===== src/sfd_pkg.sv =====
`timescale 1ns / 1ps
// ----------------------------------------------------------------------------
// sfd_pkg: shared types for the serial frame deframer
// Phase encoding and the result record carried through the output queue.
// ----------------------------------------------------------------------------
package sfd_pkg;

	typedef enum logic [2:0] {
		PH_HUNT    = 3'd0,
		PH_SPARE   = 3'd1,
		PH_SIZE_LO = 3'd2,
		PH_SIZE_HI = 3'd3,
		PH_PAYLOAD = 3'd4
	} phase_t;

	typedef struct packed {
		logic [7:0] data_byte;
		logic       has_data;
		logic       last;
		logic       escape_error;
		logic       length_error;
	} res_t;

	// wire bytes of header counted in the size field
	localparam logic [15:0] HDR_BYTES = 16'd4;

	localparam res_t RES_NONE = '{default: '0};

endpackage


===== src/serial_frame_deframer_unstuff.sv =====
`timescale 1ns / 1ps
// ----------------------------------------------------------------------------
// serial_frame_deframer_unstuff: start-byte deframer with escape removal
// Hunts for frames, reads the size field and emits unstuffed payload bytes.
// ----------------------------------------------------------------------------
// Usage:
//  - s_axis carries one received serial byte per request (tdata = rx_byte).
//  - m_axis carries results: tdata = data_byte, tlast = last of a message,
//    tuser = {length_error, escape_error, has_data}. A status-only result
//    (empty payload or bad size) has has_data = 0 and tdata = 0.
//  - cfg_we / cfg_wdata write start_byte; write only while the block is idle.
//  - Results are written into the queue as their byte is accepted; m_axis shows its head.
//  - Throughput: one byte per cycle while s_axis_tready is high. A byte may
//    give two results (a lone start byte followed by another byte); the
//    four-entry result queue absorbs this, and s_axis_tready drops only while
//    three or more results are queued, so the queue depth sets the stall behavior.
//  - When the receiver stalls, results stack in the queue and s_axis_tready
//    falls once fewer than two slots remain; nothing is dropped.
//  - Reset (arst_n low) empties the queue, returns to start-byte hunt and
//    sets start_byte to 0x7E.
// ----------------------------------------------------------------------------
module serial_frame_deframer_unstuff (
	input  logic       clk,
	input  logic       arst_n,
	// config
	input  logic       cfg_we,
	input  logic [7:0] cfg_wdata,      // start_byte
	// byte stream in
	input  logic       s_axis_tvalid,
	output logic       s_axis_tready,
	input  logic [7:0] s_axis_tdata,   // [7:0] rx_byte
	// result stream out
	output logic       m_axis_tvalid,
	input  logic       m_axis_tready,
	output logic [7:0] m_axis_tdata,   // [7:0] data_byte
	output logic       m_axis_tlast,   // last
	output logic [2:0] m_axis_tuser    // [0] has_data, [1] escape_error, [2] length_error
);
	import sfd_pkg::*;

	// ---------------- state ----------------
	logic [7:0]  start_byte_q;
	phase_t      phase_q, phase_d;
	logic [7:0]  size_low_q, size_low_d;
	logic [15:0] bytes_left_q, bytes_left_d;
	logic        pending_q, pending_d;

	// result queue: 4 entries
	res_t        fifo_q [4];
	logic [1:0]  wr_ptr_q, rd_ptr_q;
	logic [2:0]  count_q;

	logic        in_acc, out_acc;
	logic [7:0]  b;
	logic        is_start;
	logic [15:0] size_w;
	logic [15:0] left_dec;
	logic        done;

	res_t        res0, res1;
	logic [1:0]  nres;

	assign b        = s_axis_tdata;
	assign is_start = (b == start_byte_q);
	assign size_w   = {b, size_low_q};
	// payload countdown: the current byte is one of the remaining wire bytes
	assign left_dec = (bytes_left_q != 16'd0) ? bytes_left_q - 16'd1 : bytes_left_q;
	assign done     = (left_dec == 16'd0);

	assign s_axis_tready = (count_q < 3'd3);
	assign in_acc        = s_axis_tvalid && s_axis_tready;
	assign m_axis_tvalid = (count_q != 3'd0);
	assign out_acc       = m_axis_tvalid && m_axis_tready;

	// ---------------- next state ----------------
	always_comb begin
		phase_d      = phase_q;
		size_low_d   = size_low_q;
		bytes_left_d = bytes_left_q;
		pending_d    = pending_q;
		case (phase_q)
			PH_SPARE: begin
				phase_d = PH_SIZE_LO;
			end
			PH_SIZE_LO: begin
				size_low_d = b;
				phase_d    = PH_SIZE_HI;
			end
			PH_SIZE_HI: begin
				if (size_w <= HDR_BYTES) begin
					phase_d = PH_HUNT;
				end else begin
					bytes_left_d = size_w - HDR_BYTES;
					pending_d    = 1'b0;
					phase_d      = PH_PAYLOAD;
				end
			end
			PH_PAYLOAD: begin
				bytes_left_d = left_dec;
				// a start byte closes a pending pair, else opens one unless it is the end
				pending_d    = !pending_q && is_start && !done;
				phase_d = done ? PH_HUNT : PH_PAYLOAD;
			end
			default: begin
				pending_d = 1'b0;
				phase_d   = is_start ? PH_SPARE : PH_HUNT;
			end
		endcase
	end

	// ---------------- results ----------------
	always_comb begin
		res0 = RES_NONE;
		res1 = RES_NONE;
		nres = 2'd0;
		case (phase_q)
			PH_SIZE_HI: begin
				if (size_w < HDR_BYTES) begin
					res0.last         = 1'b1;
					res0.length_error = 1'b1;
					nres              = 2'd1;
				end else if (size_w == HDR_BYTES) begin
					res0.last = 1'b1;
					nres      = 2'd1;
				end
			end
			PH_PAYLOAD: begin
				if (pending_q && is_start) begin
					// doubled start byte gives one data byte
					res0 = '{data_byte: b, has_data: 1'b1, last: done,
					         escape_error: 1'b0, length_error: 1'b0};
					nres = 2'd1;
				end else begin
					if (pending_q) begin
						// lone start byte, flagged; current byte follows
						res0 = '{data_byte: start_byte_q, has_data: 1'b1, last: 1'b0,
						         escape_error: 1'b1, length_error: 1'b0};
					end
					if (is_start) begin
						if (done) begin
							res1 = '{data_byte: b, has_data: 1'b1, last: 1'b1,
							         escape_error: 1'b1, length_error: 1'b0};
						end
					end else begin
						res1 = '{data_byte: b, has_data: 1'b1, last: done,
						         escape_error: 1'b0, length_error: 1'b0};
					end
					if (pending_q) begin
						nres = (!is_start || done) ? 2'd2 : 2'd1;
					end else begin
						res0 = res1;
						nres = (!is_start || done) ? 2'd1 : 2'd0;
					end
				end
			end
			default: begin
				nres = 2'd0;
			end
		endcase
	end

	// ---------------- registers ----------------
	always_ff @(posedge clk or negedge arst_n) begin
		if (!arst_n) begin
			start_byte_q <= 8'd126;
			phase_q      <= PH_HUNT;
			size_low_q   <= 8'd0;
			bytes_left_q <= 16'd0;
			pending_q    <= 1'b0;
			wr_ptr_q     <= 2'd0;
			rd_ptr_q     <= 2'd0;
			count_q      <= 3'd0;
		end else begin
			if (cfg_we) begin
				start_byte_q <= cfg_wdata;
			end
			if (in_acc) begin
				phase_q      <= phase_d;
				size_low_q   <= size_low_d;
				bytes_left_q <= bytes_left_d;
				pending_q    <= pending_d;
				wr_ptr_q     <= wr_ptr_q + nres;
			end
			if (out_acc) begin
				rd_ptr_q <= rd_ptr_q + 2'd1;
			end
			count_q <= count_q + (in_acc ? {1'b0, nres} : 3'd0) - {2'b0, out_acc};
		end
	end

	// queue payload, no reset
	always_ff @(posedge clk) begin
		if (in_acc && nres != 2'd0) begin
			fifo_q[wr_ptr_q] <= res0;
		end
		if (in_acc && nres == 2'd2) begin
			fifo_q[wr_ptr_q + 2'd1] <= res1;
		end
	end

	res_t head;
	assign head          = fifo_q[rd_ptr_q];
	assign m_axis_tdata  = head.data_byte;
	assign m_axis_tlast  = head.last;
	assign m_axis_tuser  = {head.length_error, head.escape_error, head.has_data};

`ifndef NO_ASSERTIONS
	a_count_max: assert property (@(posedge clk) disable iff (!arst_n)
		count_q <= 3'd4)
		else $error("result queue overflow");

	a_payload_left: assert property (@(posedge clk) disable iff (!arst_n)
		phase_q == PH_PAYLOAD |-> bytes_left_q != 16'd0)
		else $error("payload phase with no bytes left");

	a_len_err: assert property (@(posedge clk) disable iff (!arst_n)
		m_axis_tvalid && m_axis_tuser[2] |-> m_axis_tlast && !m_axis_tuser[0])
		else $error("length error not a final status result");

	a_esc_err: assert property (@(posedge clk) disable iff (!arst_n)
		m_axis_tvalid && m_axis_tuser[1] |-> m_axis_tuser[0] && !m_axis_tuser[2])
		else $error("escape error without data");

	a_no_data_zero: assert property (@(posedge clk) disable iff (!arst_n)
		m_axis_tvalid && !m_axis_tuser[0] |-> m_axis_tdata == 8'd0 && m_axis_tlast)
		else $error("status result carries data");
`endif

endmodule

===== config.mk =====
export PLATFORM = sky130hd
export DESIGN_NAME = serial_frame_deframer_unstuff
export DESIGN_NICKNAME = d
export VERILOG_FILES = /design/src/sfd_pkg.sv /design/src/serial_frame_deframer_unstuff.sv
export SDC_FILE = /design/constraint.sdc
export NUM_CORES = 1
export LEC_CHECK = 0
export BUFFER_PORTS_ARGS = -buffer_cell sky130_fd_sc_hd__buf_2
export CORE_MARGIN = 2
export CORE_UTILIZATION = 65
export DETAILED_ROUTE_END_ITERATION = 12
export HOLD_SLACK_MARGIN = 0.06
export PLACE_DENSITY = 0.84
export SETUP_SLACK_MARGIN = 0.5
export SLEW_MARGIN = 20
export SYNTH_ARGS = -nofsm -noshare
export SYNTH_HDL_FRONTEND = slang
export SYNTH_SLANG_ARGS = --single-unit
export TNS_END_PERCENT = 5

===== constraint.sdc =====
create_clock -name clk -period 12.47 [get_ports clk]
set_input_delay 0.6235 -clock clk [delete_from_list [all_inputs] [get_ports clk]]
set_output_delay 0.6235 -clock clk [all_outputs]
set_load 0.02 [all_outputs]

==> impl_metrics.py <==
metrics = {
    "clock_tree": {
        "cts_resized": 0,
        "ctsHtreeMaxLevel": 3,
        "numCtsBuffers": 9,
        "cts_tree": "yes",
        "cts-root-buf": "clkbuf_8",
        "cts_hold_buf": 0,
        "clk_pin_slew_ns": 0.10,
        "cts_setup_buffers": 0,
        "clock_latency_ns": 0.37,
        "clockBufferDepth": 2,
        "clock_sinks": 91,
    },
    "cells_and_area": {
        "stdcell_area_mm2": 0.005749,
        "final_util_pct": 70.68,
        "diodes": 0,
        "fin_nets": 560,
        "final_cells": 640,
        "layout-drive-gt1-share_pct": 19.44,
        "synthToLayoutAreaGrowth_pct": 6.960,
    },
    "synth": {
        "synth_common_cells": "nand2_1, edfxtp_1, dfrtp_1",
        "syn_area_mm2": 0.005375,
        "synth_edf_count": 44,
        "yosysWarningCount": 0,
        "synth_top_area_cell": "edfxtp_1",
        "ys_async_sr_fraction_pct": 47.25,
        "yosysTopAreaCellShare_pct": 24.58,
        "ys_top_cells_by_area": "edfxtp_1, dfrtp_1, mux2_2",
        "synth_seq_cells": 91,
        "synth.most_common_cell": "nand2_1",
        "syn_nets": 553,
        "synth-main-ff-cell": "edfxtp_1",
        "netlist-cell-type-count": 61,
        "synth_cells": 523,
        "yosysSeqAreaShare_pct": 46.23,
        "syn_area_per_cell_um2": 10.28,
    },
    "run_status": {
        "status": "finished clean",
    },
    "floorplan": {
        "rows": 33,
        "coreArea_mm2": 0.008134,
        "fp.dieH_um": 94.94,
        "dieArea_mm2": 0.009013,
        "start_util_pct": 66.08,
        "die_w_um": 94.94,
        "ios": 35,
    },
    "detailed_routing": {
        "viasPerCell": 6.792,
        "drt-pass1-iter-count": 5,
        "vias": 4347,
        "wl_per_cell_um": 20.44,
        "drtIter0Drc": 345,
        "drtAntennaViolNets": 0,
        "finalWirelength_um": 13080,
        "remaining_drc_errors": 0,
    },
    "placed_design": {
        "place_inst": 624,
        "portBuffers": 34,
        "gp_congestion": 0.9871,
        "place_area_mm2": 0.005527,
        "hpwl_um": 9707,
    },
    "timing": {
        "fin_tns_setup_ns": 0,
        "hold_violations": 0,
        "clock.fmax_mhz": 191.2,
        "slew_violations": 0,
        "rsz0062_at_grt": "false",
        "slew_headroom_pct": 46.88,
        "finalSetupViolations": 0,
        "fin_crit_ns": 5.230,
        "worst_slew_pin_slew_ns": 0.7907,
        "fin_skew_ns": 0.008696,
        "period_share_pct": 41.94,
    },
    "pwr": {
        "peakVddDrop_mv": 0.1063,
        "power.density_mw_per_mm2": 201.2,
        "power_w": 0.001157,
        "p_leak_nw": 2.061,
    },
    "worst_setup_path": {
        "crit_type": "reg -> reg",
        "start_kind": "register",
        "cp-end-kind": "register",
        "critPathArrivalTime_ns": 5.24,
        "path_max_fanout": 11,
        "required_ns": 12.48,
        "reg2reg_slack_ns": 7.24,
    },
    "grt": {
        "grt_overflow": 0,
        "grt_max_degree": 44,
        "grt_antenna_before_repair": 0,
        "grt_usage_pct": 30.91,
        "grt_pass1_vias": 4240,
        "grt_pass1_wl_um": 21070,
    },
    "min_path": {
        "hp-class": "in -> async",
    },
    "job": {
        "maxCapViolCount": 0,
    },
}
[power breakdown]
group,total (W),internal (W),switching [W]
combinational,0.000467,0.000205,0.000263
clock,0.000214,0.0000988,0.000116
sequential,0.000475,0.000373,0.000102
total,0.00116,0.000677,0.000480
[through the flow]
| step | worst slack [ns] | hold slack, ns |
|---|---|---|
| floorplan | 8.283 | 0.3279 |
| global placement | 7.517 | 0.5047 |
| detailed placement | 7.379 | 0.5208 |
| CTS | 7.359 | 0.4631 |
| global route | 6.842 | 0.2935 |
| finish | 7.240 | 0.2497 |
[cells by family after synthesis]
kind of cell	share of synthesized area [%]
compound gates	16.06
xor+xnor	4.399
flops	46.23
mux	10.99
simple gates	16.18
fa+ha+maj	2.235
buf+inv	3.911
[state kept, by name, indices dropped and copies added, names as in the netlist]
signal,flops
fifo_q,48
phase_q,3
count_q,3
pending_q,1
size_low_q,8
wr_ptr_q,2
rd_ptr_q,2
start_byte_q,8
bytes_left_q,16
[area by class of cell]
cell class	count	area, µm²
Inverter	14	52.55
Timing Repair Buffer	35	180.2
Sequential cell	91	2485
Clock buffer	9	123.9
Multi-Input combinational cell	379	2680
Fill cell	588	2385
Tap cell	105	131.4
Clock inverter	7	96.34
[metal layers]
layer | GRT usage [%] | routed length (µm) | part of all wire (%)
met1 | 37.87 | 4851 | 37
met2 | 53.01 | 6761 | 52
met3 | 4.789 | 847 | 6.5
met4 | 15.70 | 624 | 4.8
met5 | 0 | 0 | 0
[cells in the final DEF (no fill, tap or decap), drive strengths merged, types with 3 or more instances in the layout]
master  instances
or3             5
nand2          58
edfxtp         44
nand3          10
inv            17
nor3           11
o21ai          27
nand3b          3
or2             4
o21a            3
or4            11
a21oi          31
clkbuf          9
nor4            9
and2            7
nor2b           6
dfstp           6
ha              8
o22a            4
mux2i           5
xor2           16
dfrtp          37
o32ai          15
dfxtp           4
mux4           12
mux2           24
o22ai          27
xnor2          11
buf            35
o41ai           3
nor2           36
[final timing paths]
check	from	end	depth (start not counted)
hold reg to reg	fifo_q[3][0]	fifo_q[3][0]	2
setup / recovery	bytes_left_q[0]	fifo_q[0][6]	13
min in group clk	cfg_wdata[3]	start_byte_q[3]	2
setup reg to reg	bytes_left_q[0]	fifo_q[0][6]	13
max in group asynchronous	arst_n	start_byte_q[0]	1
hold / removal	arst_n	bytes_left_q[13]	1
[critical path: stages, from the launching register on]
cell and delay (ns):
dfrtp_1 0.42, inv_1 0.11, ha_1 0.28, or3b_1 0.50
nor4_1 0.62, nand4b_1 0.17, nand3_1 0.18, nand4b_1 0.29
nand2_1 0.19, inv_1 0.06, ha_1 0.30, nor3_1 0.67
nand3_1 0.50, nand2_1 0.56
(Power assumes the default switching activity.)
